**config.mk**
```make
export PLATFORM = sky130hd
export DESIGN_NAME = sorted_base32_block_decoder_core
export DESIGN_NICKNAME = d
export VERILOG_FILES = /design/src/design/sbd_pkg.sv /design/src/design/sbd_lane.sv /design/src/design/sbd_merge.sv /design/src/design/sorted_base32_block_decoder_core.sv
export VERILOG_INCLUDE_DIRS = /design/src /design/src/design
export SDC_FILE = /design/constraint.sdc
export NUM_CORES = 1
export LEC_CHECK = 0
export ABC_AREA = 0
export BUFFER_PORTS_ARGS = -buffer_cell sky130_fd_sc_hd__buf_4
export CAP_MARGIN = 20
export CORE_MARGIN = 2
export CORE_UTILIZATION = 43
export CTS_BUF_LIST = sky130_fd_sc_hd__clkbuf_16
export DETAILED_ROUTE_END_ITERATION = 10
export GPL_TIMING_DRIVEN = 0
export PLACE_DENSITY = 0.74
export SYNTH_ARGS = -nofsm -noshare
export SYNTH_HDL_FRONTEND = slang
export SYNTH_HIERARCHICAL = 1
export SYNTH_SLANG_ARGS = --single-unit
```
**constraint.sdc**
```tcl
create_clock -name i_clk -period 10.45 [get_ports i_clk]
set_input_delay 1.045 -clock i_clk [delete_from_list [all_inputs] [get_ports i_clk]]
set_output_delay 1.045 -clock i_clk [all_outputs]
set_load 0.02 [all_outputs]
```
**src/design/sorted_base32_block_decoder_core_macros.svh**
```systemverilog
// ----------------------------------------------------------------------------
// sorted base32 block decoder assertion macros
// clocked assertion helpers used by the decoder core
// ----------------------------------------------------------------------------
`ifndef SORTED_BASE32_BLOCK_DECODER_CORE_MACROS_SVH
`define SORTED_BASE32_BLOCK_DECODER_CORE_MACROS_SVH

`ifndef SYNTHESIS

// property checked at every clock edge, held off while in reset
`define SBD_ASSERT(label, clk, rst_n, prop, msg) \
    label: assert property (@(posedge clk) disable iff (!rst_n) prop) \
        else $error(msg);

// property checked at every clock edge, reset included
`define SBD_ASSERT_ALWAYS(label, clk, prop, msg) \
    label: assert property (@(posedge clk) prop) else $error(msg);

`else

`define SBD_ASSERT(label, clk, rst_n, prop, msg)
`define SBD_ASSERT_ALWAYS(label, clk, prop, msg)

`endif

`endif

```
**src/design/sbd_pkg.sv**
```systemverilog
// ----------------------------------------------------------------------------
// sbd_pkg
// types, constants and the alphabet lookup of the block decoder
// ----------------------------------------------------------------------------
`default_nettype none

package sbd_pkg;

    localparam int LANES      = 8;
    localparam int CHAR_W     = 8;
    localparam int SYM_W      = 5;
    localparam int DATA_W     = LANES * SYM_W;
    localparam int COUNT_W    = 4;
    localparam int MAX_BLOCKS = 12;

    localparam logic [CHAR_W-1:0] INVALID_CODE = 8'd255;
    localparam logic [CHAR_W-1:0] STICKY_BITS  = 8'd224;

    localparam logic [1:0] STATUS_OK      = 2'd0;
    localparam logic [1:0] STATUS_INVALID = 2'd1;
    localparam logic [1:0] STATUS_LENGTH  = 2'd2;

    typedef struct packed {
        logic             invalid;
        logic [SYM_W-1:0] value;
    } t_lane;

    typedef struct packed {
        logic       bad;
        logic [1:0] status;
        logic       last;
    } t_flags;

    // sorted alphabet: 3..9 then A..Y
    function automatic t_lane char_lookup(input logic [CHAR_W-1:0] c);
        t_lane res;
        res.invalid = 1'b0;
        res.value   = '0;
        if (c inside {[8'h33:8'h39]}) begin
            res.value = SYM_W'(c - 8'h33);
        end else if (c inside {[8'h41:8'h59]}) begin
            res.value = SYM_W'(c - 8'h41 + 8'd7);
        end else begin
            res.invalid = 1'b1;
        end
        return res;
    endfunction

endpackage

`default_nettype wire

```
**src/design/sbd_lane.sv**
```systemverilog
// ----------------------------------------------------------------------------
// sbd_lane
// one character lane: maps a raw byte to its 5-bit symbol and invalid flag
// ----------------------------------------------------------------------------
`default_nettype none

module sbd_lane (
    input  wire logic [sbd_pkg::CHAR_W-1:0] i_char,
    output sbd_pkg::t_lane                  o_lane
);

    assign o_lane = sbd_pkg::char_lookup(i_char);

endmodule

`default_nettype wire

```
**src/design/sbd_merge.sv**
```systemverilog
// ----------------------------------------------------------------------------
// sbd_merge
// combines lane symbols into the 40-bit word, keeps the per-id sticky flag
// and block counter, and forms the final status
// ----------------------------------------------------------------------------
`default_nettype none

module sbd_merge #(
    parameter int MAX_BLOCKS = sbd_pkg::MAX_BLOCKS
) (
    input  wire logic                        i_clk,
    input  wire logic                        i_rst_n,
    input  wire logic                        i_fire,
    input  wire sbd_pkg::t_lane              i_lanes [sbd_pkg::LANES],
    input  wire logic                        i_last,
    output logic [sbd_pkg::DATA_W-1:0]       o_data,
    output sbd_pkg::t_flags                  o_flags
);

    localparam int WIDE_W = sbd_pkg::DATA_W + sbd_pkg::CHAR_W;

    logic                              r_sticky;
    logic [sbd_pkg::COUNT_W-1:0]       r_count;
    logic                              n_sticky;
    logic [sbd_pkg::COUNT_W-1:0]       n_count;
    logic [sbd_pkg::LANES:0]           carry;
    logic [sbd_pkg::CHAR_W-1:0]        sym [sbd_pkg::LANES];
    logic [WIDE_W-1:0]                 wide;
    logic                              too_long;

    // once an invalid char is seen, every later char carries the sticky bits
    always_comb begin
        carry[0] = r_sticky;
        wide     = '0;
        for (int i = 0; i < sbd_pkg::LANES; i++) begin
            sym[i] = i_lanes[i].invalid ? sbd_pkg::INVALID_CODE
                                        : sbd_pkg::CHAR_W'(i_lanes[i].value);
            if (carry[i]) begin
                sym[i] = sym[i] | sbd_pkg::STICKY_BITS;
            end
            carry[i+1] = carry[i] | i_lanes[i].invalid;
            wide = wide | (WIDE_W'(sym[i]) << (sbd_pkg::SYM_W * (sbd_pkg::LANES - 1 - i)));
        end
    end

    assign o_data   = wide[sbd_pkg::DATA_W-1:0];
    assign too_long = r_count >= sbd_pkg::COUNT_W'(MAX_BLOCKS);

    always_comb begin
        o_flags.bad  = carry[sbd_pkg::LANES];
        o_flags.last = i_last;
        if (!i_last) begin
            o_flags.status = sbd_pkg::STATUS_OK;
        end else if (too_long) begin
            o_flags.status = sbd_pkg::STATUS_LENGTH;
        end else if (carry[sbd_pkg::LANES]) begin
            o_flags.status = sbd_pkg::STATUS_INVALID;
        end else begin
            o_flags.status = sbd_pkg::STATUS_OK;
        end
    end

    always_comb begin
        n_sticky = r_sticky;
        n_count  = r_count;
        if (i_fire) begin
            if (i_last) begin
                n_sticky = 1'b0;
                n_count  = '0;
            end else begin
                n_sticky = carry[sbd_pkg::LANES];
                if (r_count != '1) begin
                    n_count = r_count + sbd_pkg::COUNT_W'(1);
                end
            end
        end
    end

    always_ff @(posedge i_clk) begin
        if (!i_rst_n) begin
            r_sticky <= 1'b0;
            r_count  <= '0;
        end else begin
            r_sticky <= n_sticky;
            r_count  <= n_count;
        end
    end

endmodule

`default_nettype wire

```
**src/design/sorted_base32_block_decoder_core.sv**
```systemverilog
// pipeline: input accept -> lane register -> output register -> result valid
// throughput: one block per cycle unless stalled; eight parallel lookup lanes
// validate mode: blocks other than the last are consumed and give no word
// reset: synchronous active low; clears the sticky flag, block counter, valid bits
// and the validate_only register
// ----------------------------------------------------------------------------
// sorted_base32_block_decoder_core
// decodes 8-character blocks of an id into 40-bit words with length and
// character checks
// ----------------------------------------------------------------------------
`default_nettype none

`include "sorted_base32_block_decoder_core_macros.svh"

module sorted_base32_block_decoder_core #(
    parameter int MAX_BLOCKS = sbd_pkg::MAX_BLOCKS
) (
    input  wire logic                          i_clk,
    input  wire logic                          i_rst_n,
    input  wire logic                          i_cfg_we,
    input  wire logic                          i_cfg_wdata,
    input  wire logic                          i_in_valid,
    output logic                               o_in_ready,
    input  wire logic [sbd_pkg::CHAR_W-1:0]    i_ch0,
    input  wire logic [sbd_pkg::CHAR_W-1:0]    i_ch1,
    input  wire logic [sbd_pkg::CHAR_W-1:0]    i_ch2,
    input  wire logic [sbd_pkg::CHAR_W-1:0]    i_ch3,
    input  wire logic [sbd_pkg::CHAR_W-1:0]    i_ch4,
    input  wire logic [sbd_pkg::CHAR_W-1:0]    i_ch5,
    input  wire logic [sbd_pkg::CHAR_W-1:0]    i_ch6,
    input  wire logic [sbd_pkg::CHAR_W-1:0]    i_ch7,
    input  wire logic                          i_last_block,
    output logic                               o_out_valid,
    input  wire logic                          i_out_ready,
    output logic [sbd_pkg::DATA_W-1:0]         o_data_out,
    output logic                               o_bad_so_far,
    output logic [1:0]                         o_status,
    output logic                               o_is_last
);

    logic [sbd_pkg::CHAR_W-1:0]   chars [sbd_pkg::LANES];
    sbd_pkg::t_lane               lanes [sbd_pkg::LANES];
    sbd_pkg::t_lane               r_lanes [sbd_pkg::LANES];
    logic                         r_s1_valid;
    logic                         r_s1_last;
    logic                         r_out_valid;
    logic                         r_validate_only;
    logic [sbd_pkg::DATA_W-1:0]   r_data;
    sbd_pkg::t_flags              r_flags;
    logic [sbd_pkg::DATA_W-1:0]   merge_data;
    sbd_pkg::t_flags              merge_flags;
    logic                         out_free;
    logic                         s1_fire;
    logic                         in_fire;
    logic                         emit;

    assign chars[0] = i_ch0;
    assign chars[1] = i_ch1;
    assign chars[2] = i_ch2;
    assign chars[3] = i_ch3;
    assign chars[4] = i_ch4;
    assign chars[5] = i_ch5;
    assign chars[6] = i_ch6;
    assign chars[7] = i_ch7;

    for (genvar g = 0; g < sbd_pkg::LANES; g++) begin : g_lane
        sbd_lane u_lane (
            .i_char (chars[g]),
            .o_lane (lanes[g])
        );
    end

    assign out_free   = !r_out_valid || i_out_ready;
    assign s1_fire    = r_s1_valid && out_free;
    assign o_in_ready = !r_s1_valid || out_free;
    assign in_fire    = i_in_valid && o_in_ready;
    // in validate mode only the last block of an id produces a word
    assign emit       = !r_validate_only || r_s1_last;

    sbd_merge #(
        .MAX_BLOCKS (MAX_BLOCKS)
    ) u_merge (
        .i_clk   (i_clk),
        .i_rst_n (i_rst_n),
        .i_fire  (s1_fire),
        .i_lanes (r_lanes),
        .i_last  (r_s1_last),
        .o_data  (merge_data),
        .o_flags (merge_flags)
    );

    always_ff @(posedge i_clk) begin
        if (!i_rst_n) begin
            r_s1_valid      <= 1'b0;
            r_out_valid     <= 1'b0;
            r_validate_only <= 1'b0;
        end else begin
            if (i_cfg_we) begin
                r_validate_only <= i_cfg_wdata;
            end
            if (o_in_ready) begin
                r_s1_valid <= i_in_valid;
            end
            if (out_free) begin
                r_out_valid <= s1_fire && emit;
            end
        end
    end

    always_ff @(posedge i_clk) begin
        if (in_fire) begin
            r_lanes   <= lanes;
            r_s1_last <= i_last_block;
        end
        if (s1_fire) begin
            r_data  <= r_validate_only ? '0 : merge_data;
            r_flags <= merge_flags;
        end
    end

    assign o_out_valid  = r_out_valid;
    assign o_data_out   = r_data;
    assign o_bad_so_far = r_flags.bad;
    assign o_status     = r_flags.status;
    assign o_is_last    = r_flags.last;

    `SBD_ASSERT(a_status_legal, i_clk, i_rst_n,
        o_out_valid |-> (o_status != 2'd3),
        "status code out of range")
    `SBD_ASSERT(a_status_only_last, i_clk, i_rst_n,
        (o_out_valid && !o_is_last) |-> (o_status == sbd_pkg::STATUS_OK),
        "status set on a word that is not last")
    `SBD_ASSERT(a_invalid_has_bad, i_clk, i_rst_n,
        (o_out_valid && o_status == sbd_pkg::STATUS_INVALID) |-> o_bad_so_far,
        "invalid status without bad flag")
    `SBD_ASSERT(a_validate_last_only, i_clk, i_rst_n,
        (o_out_valid && r_validate_only) |-> (o_is_last && o_data_out == '0),
        "validate mode word is not a clean last word")
    `SBD_ASSERT_ALWAYS(a_reset_clears, i_clk,
        !i_rst_n |=> (!o_out_valid && o_in_ready),
        "valid bits not cleared by reset")

endmodule

`default_nettype wire

```
# After elaboration in Yosys (flattened, before gate mapping)

Cells that the tools add are included.

Bits in registers: 101
Latch bits: 0
Bits in writable memories: 0
ROM bits: 0
Bits of input ports: 71
Output and inout bits: 46
Word-level logic and storage cells: 174
Memories kept: 0

$add $sub $neg: 25
$mul: 0
Div/mod/pow operators: 0
Order comparisons: 33
Eq/ne operators: 1
Shift-type cells: 0
Multiplexer cells: 44
Bitwise operators: 16
Reduce and logical (&&, ||, !) cells: 28

Operators with widths:

| cell                | count |
|---|---|
| $mux 8              | 14 |
| $mux 5              | 17 |
| $ge 8x6->1 const B  | 8 |
| $ge 8x7->1 const B  | 8 |
| $le 8x6->1 const B  | 8 |
| $le 8x7->1 const B  | 8 |
| $add 5x3->5 const B | 8 |
| $or 40x13->40       | 1 |
| $or 40x18->40       | 1 |
| $or 40x23->40       | 1 |
| $or 40x28->40       | 1 |
| $or 40x33->40       | 1 |
| $or 40x38->40       | 1 |
| $or 40x8->40        | 1 |
| $sub 5x1->5 const B | 8 |
| $sub 5x5->5 const B | 8 |
| $logic_and 1x1->1   | 19 |
| $mux 1              | 10 |
| $mux 4              | 2 |
| $or 1x1->1          | 8 |
| $add 4x1->4 const B | 1 |
| $ge 4x4->1 const B  | 1 |
| $ne 4x4->1 const B  | 1 |
| $logic_not 1->1     | 3 |
| 6 further kinds     | 8 |

# Logic depth before layout (Yosys ltp)

Depth after elaboration: 10
Depth in mapped cells: 6
Mapped depth without buffers: 6

# Hierarchy

The synthesis kept the hierarchy.

By module, submodules not included:

| module                           | times used | cells an instance | area an instance (sq um) | sequential area each (sq um) |
|---|---|---|---|---|
| sorted_base32_block_decoder_core | 1          | 152               | 3196.8                   | 2852.7 |
| sbd_lane                         | 8          | 39                | 280.3                    | 0.0 |
| sbd_merge                        | 1          | 81                | 589.3                    | 100.1 |

# Worst setup path after synthesis

Ideal clock, no wire load.

Kind: input port to flip-flop
From: input port i_out_ready
To: register r_lanes[0] (netlist name), enable pin
Data arrival time: 4.695 ns
Setup slack: 5.223 ns
Stages: 2
Buffers on the path: 0
Cell sequence: nor2b_1 > a21boi_0

Word-level cells in the longest chain between the ends: 3

RTL lines:

| element              | RTL line                                | RTL |
|---|---|---|
| from (decl)          | sorted_base32_block_decoder_core.sv:34  | `input wire logic i_out_ready,` |
| $logic_or 1x1->1     | sorted_base32_block_decoder_core.sv:73  | `assign out_free = !r_out_valid \|\| i_out_ready;` |
| $logic_or 1x1->1     | sorted_base32_block_decoder_core.sv:75  | `assign o_in_ready = !r_s1_valid \|\| out_free;` |
| $logic_and 1x1->1    | sorted_base32_block_decoder_core.sv:76  | `assign in_fire = i_in_valid && o_in_ready;` |
| via in_fire          | sorted_base32_block_decoder_core.sv:54  | `logic in_fire;` |
| to (signal assigned) | sorted_base32_block_decoder_core.sv:112 | `r_lanes <= lanes;` |
| to (decl)            | sorted_base32_block_decoder_core.sv:43  | `sbd_pkg::t_lane r_lanes [sbd_pkg::LANES];` |

The timed path passes the listed nets, and every way through them passes these cells.
A chain may end at the register's enable or synchronous reset.

# Worst setup path in the final report

From: input port i_out_ready
To: output port o_in_ready

Word-level cells in the longest chain between the ends: 2

RTL lines:

| element          | RTL line                               | RTL |
|---|---|---|
| $logic_or 1x1->1 | sorted_base32_block_decoder_core.sv:73 |  |
| $logic_or 1x1->1 | sorted_base32_block_decoder_core.sv:75 |  |
| to (decl)        | sorted_base32_block_decoder_core.sv:23 | `output logic o_in_ready,` |

No other way between the ends.

==> impl_results.md <==
- Max stage delay on crit path: 0.29 ns
- Post-synth design cell area: about 6000 um^2
- Clock root buffer master: clkbuf_16
- Pre-CTS setup slack: ~7.7 ns
- DRT Wirelength: between 10 and 15 mm
- Syn. warnings: 6
- Biggest fanout along the worst timing path: 3
- Number of diodes: 0
- Critical-path cell with the highest stage delay: nor2b_1
- Synth cell types: 41
- Number of setup buffers added after CTS: 0
- Final antenna-violating net count: 0
- Utilization after layout: between 50% and 60%
- Arrival time worst endpoint: between 1.5 and 2 ns
- Detail Placement HPWL: ~9.3 mm
- Cell family with most CP delay: simple AND/OR/NAND/NOR gates
- Sequential power share: between 40% and 50%
- Status: completed
- Average via count per standard cell: between 5 and 6
- Count of non-filler cells in the finished layout: 843
- Worst slew pin tran: about 0.80 ns
- DIE WIDTH: 122 um
- Number of buffers on the longest clock path: 2
- Register cell area after layout: 2950 um^2
- Max-slew violations: 0
- Final count of negative-setup-slack endpoints: 0
- Area growth, synth to finish: 22.4%
- Cells after Synth: approximately 550
- Post-CTS Hold Fix Bufs: 0
- Average size of a mapped cell: about 11 um^2
- GP Congestion: around 0.9
- Maximum number of pins on one net before global-route repair: 37
- Synth Area in Simple Gates: ~23%
- Power density over the cells: roughly 130 nW/um^2
- Fraction of layout cells with a size suffix above 1: 29.3%
- Proportion of synthesized area in mux cells: less than 1%
- Number of resized instances in the post-cts repair step: 0
- Synthesized-area fraction occupied by xor and xnor cells: ~1.2%
- Synthesized-area fraction occupied by ao, oa, aoi and oai cells: between 10% and 20%
- Initial antenna violation count: 0
- Area used by multi-input combinational logic: 2840 um^2
- Number of synthesized register bits: about 100
- Portion of total power attributed to the clock network: around 36%
- Worst Skew: between 0.006 and 0.007 ns
- Part of the cycle the worst path needs: a little over a quarter
- Gate power share: between 10 and 15%
- Cells along the critical path: buf_4 > nor2b_1 > nand2_1 > buf_4
- Largest cells by area after synthesis: edfxtp_1 46%, ha_1 8.5%, nor2b_1 4.6%, a21oi_1 2.8%, nand3_1 2.8%
- Cell type with the highest aggregate area in the netlist: edfxtp_1
- Number of global-route vias before repair: around 4300
- Critical path's most frequent cell: buf_4
- Net count of the mapped netlist: 657
- Placeable core area: approximately 14000 um^2
- Net total in the final layout: 770
- Number of buffers and inverters on the critical path: 2
- Clock tree sinks: between 100 and 150
- Clock tree from TritonCTS: yes
- Crit path launch type: primary input
- IR drop worst, VDD: between 0.06 and 0.07 mV
- Total Neg Setup Slack: 0 ns
- Count of endpoints failing hold in the final timing report: 0
- Post-synth top area share: 46.3%
- Proportion of total power due to net switching: 23.6%
- # H-tree levels: 3
- Number of max-cap violations: 0
- Vias post-DR: approximately 4500
- Overall power: 0.957 mW
- Placed Instance Area: 7060 um^2
- HP Class: reg2reg
- Global Route Usage Sum: 16.5%
- Internal: 0.730 mW
- Count of buffers inserted at the top-level ports: 100
- Non-Filler Cell Area, Final: between 7000 and 8000 um^2
- Final Hold Slack: ~0.53 ns
- P_sw: between 0.2 and 0.25 mW
- Cts bufs inserted: 9
- Share of the yosys chip area belonging to registers: between 40% and 50%
- GRT Residual Overflow: 0
- Top-level port count: approximately 120
- Standard-cell rows: 43
- Overall die area: ~15000 um^2
- Main combinational cell family by area after synthesis: simple AND/OR/NAND/NOR gates
- Worst rel slew slack: between 40% and 50%
- Reg clk slew, reported paths: approximately 0.070 ns
- Initial drt markers: 323
- Number of detailed-route iterations in the first pass: 5
- First-pass GRT wire length: just under 20 mm
- Setup WS post-layout: approximately 7.7 ns
- Required time reported for the critical path endpoint: approximately 9.4 ns
- Insertion delay of the later-clocked pin in the worst-skew pair: about 0.35 ns
- Routed wire per std cell: 14.5 um
- Initial standard-cell utilization of the core: between 40% and 50%
- Layout fillers: approximately 1200
- Placed cell count: approximately 830
- DRC violations left: 0
- Synthesized-area fraction occupied by adder cells: 8.51%
- Worst Path Class, Setup: in2out
- Leak pwr: about 2.8 nW
- RSZ-0062 raised after global routing: false
- Element type at the critical path end: primary output
- Shortest period the worst path allows: between 2 and 3 ns
- Vertical die dimension: roughly 120 um
- Achievable frequency: between 300 and 400 MHz
-- area by class of cell --
cell class / instances / area share, %
Buffer: 21 / 2.14
Clock buffer: 12 / 4.07
Clock inverter: 4 / 0.322
Inverter: 25 / 1.27
Multi-Input combinational cell: 398 / 38.4
Sequential cell: 101 / 40.0
Tap cell: 180 / 3.05
Timing Repair Buffer: 102 / 10.7
-- Yosys cell counts (all sizes together) --
master and n:
edfxtp 93, nor2b 44, ha 41, nand3 35, a21oi 34, or2 33
nand2 26, o21ai 26, inv 25, buf 21, nand3b 16, nand2b 11
o22ai 11, and3 10, nor3 10, o21a 10, a211oi 9, nor2 9
a211o 8, a21o 8, a22oi 8, dfxtp 8, nand4bb 8, o21bai 8
or4b 8, xor2 8, or3 6, or4 3, and3b 2, a21boi 1
a41o 1, and2 1, mux2i 1, nor4 1, o2bb2ai 1
-- sequential cells by signal, summed over array words and instances, names as in the netlist --
| name | cells |
|---|---|
| o_bad_so_far | 1 |
| u_merge/r_count | 4 |
| o_is_last | 1 |
| r_lanes | 48 |
| r_s1_last | 1 |
| o_status | 2 |
| o_out_valid | 1 |
| u_merge/r_sticky | 1 |
| r_s1_valid | 1 |
| r_validate_only | 1 |
| o_data_out | 40 |
-- power by group through the flow --
stage / Sequential [mW] / Clock (mW) / Combinational, mW
after floorplan: 0.491 / 0 / 0.0720
after global placement: 0.484 / 0 / 0.126
after detailed placement: 0.483 / 0 / 0.135
after CTS: 0.474 / 0.355 / 0.136
after global routing: 0.475 / 0.370 / 0.149
final: 0.473 / 0.348 / 0.135
-- cell families after synthesis --
family                   after synthesis
AO/OA/AOI/OAI                        125
XOR/XNOR                               8
adder cells (fa/ha/maj)               41
buffers and inverters                 46
flip-flops                           101
multiplexers                           1
AND/OR/NAND/NOR                      223
-- cell usage in the layout (no fill, tap or decap), types with 9 or more instances in the layout --
cell | Yosys | layout
nand3b_1 | 16 | 16
nor2b_1 | 44 | 44
ha_1 | 41 | 41
nor3_1 | 10 | 10
and3_1 | 10 | 10
buf_4 | 1 | 101
o21a_1 | 10 | 10
nand2_1 | 17 | 17
o21ai_0 | 10 | 10
a211oi_1 | 9 | 9
nand3_1 | 34 | 34
a21oi_1 | 34 | 34
clkbuf_16 | 0 | 12
nand2b_1 | 11 | 11
nor2_1 | 9 | 9
inv_1 | 25 | 25
nand2_2 | 9 | 9
edfxtp_1 | 93 | 93
buf_2 | 12 | 12
or2_2 | 27 | 27
o21ai_1 | 16 | 16
o22ai_1 | 11 | 11
-- worst min-delay path: stages (launching register included) --
cell and delay [ns]:
dfxtp_1 0.35, nand2_1 0.07, o22ai_1 0.06
-- final timing paths --
| path | start | endpoint | slack, ns | cells after the start |
|---|---|---|---|---|
| setup / recovery | i_out_ready | o_in_ready | 7.69 | 4 |
| setup reg to reg | r_lanes[47] | o_data_out[12] | 8.44 | 4 |
| hold / removal | u_merge/r_count[1] | u_merge/r_count[1] | 0.53 | 2 |
| hold reg to reg | u_merge/r_count[1] | u_merge/r_count[1] | 0.53 | 2 |
-- layer usage --
layer	share of wire, %	up-vias	global-route usage, %
met5	0	-	0
li1	-	2235	-
met4	1.8	0	6.97
met1	42	2125	19.7
met2	51	138	28.9
met3	5.8	16	3.44
Power figures use the tool's default switching activity.
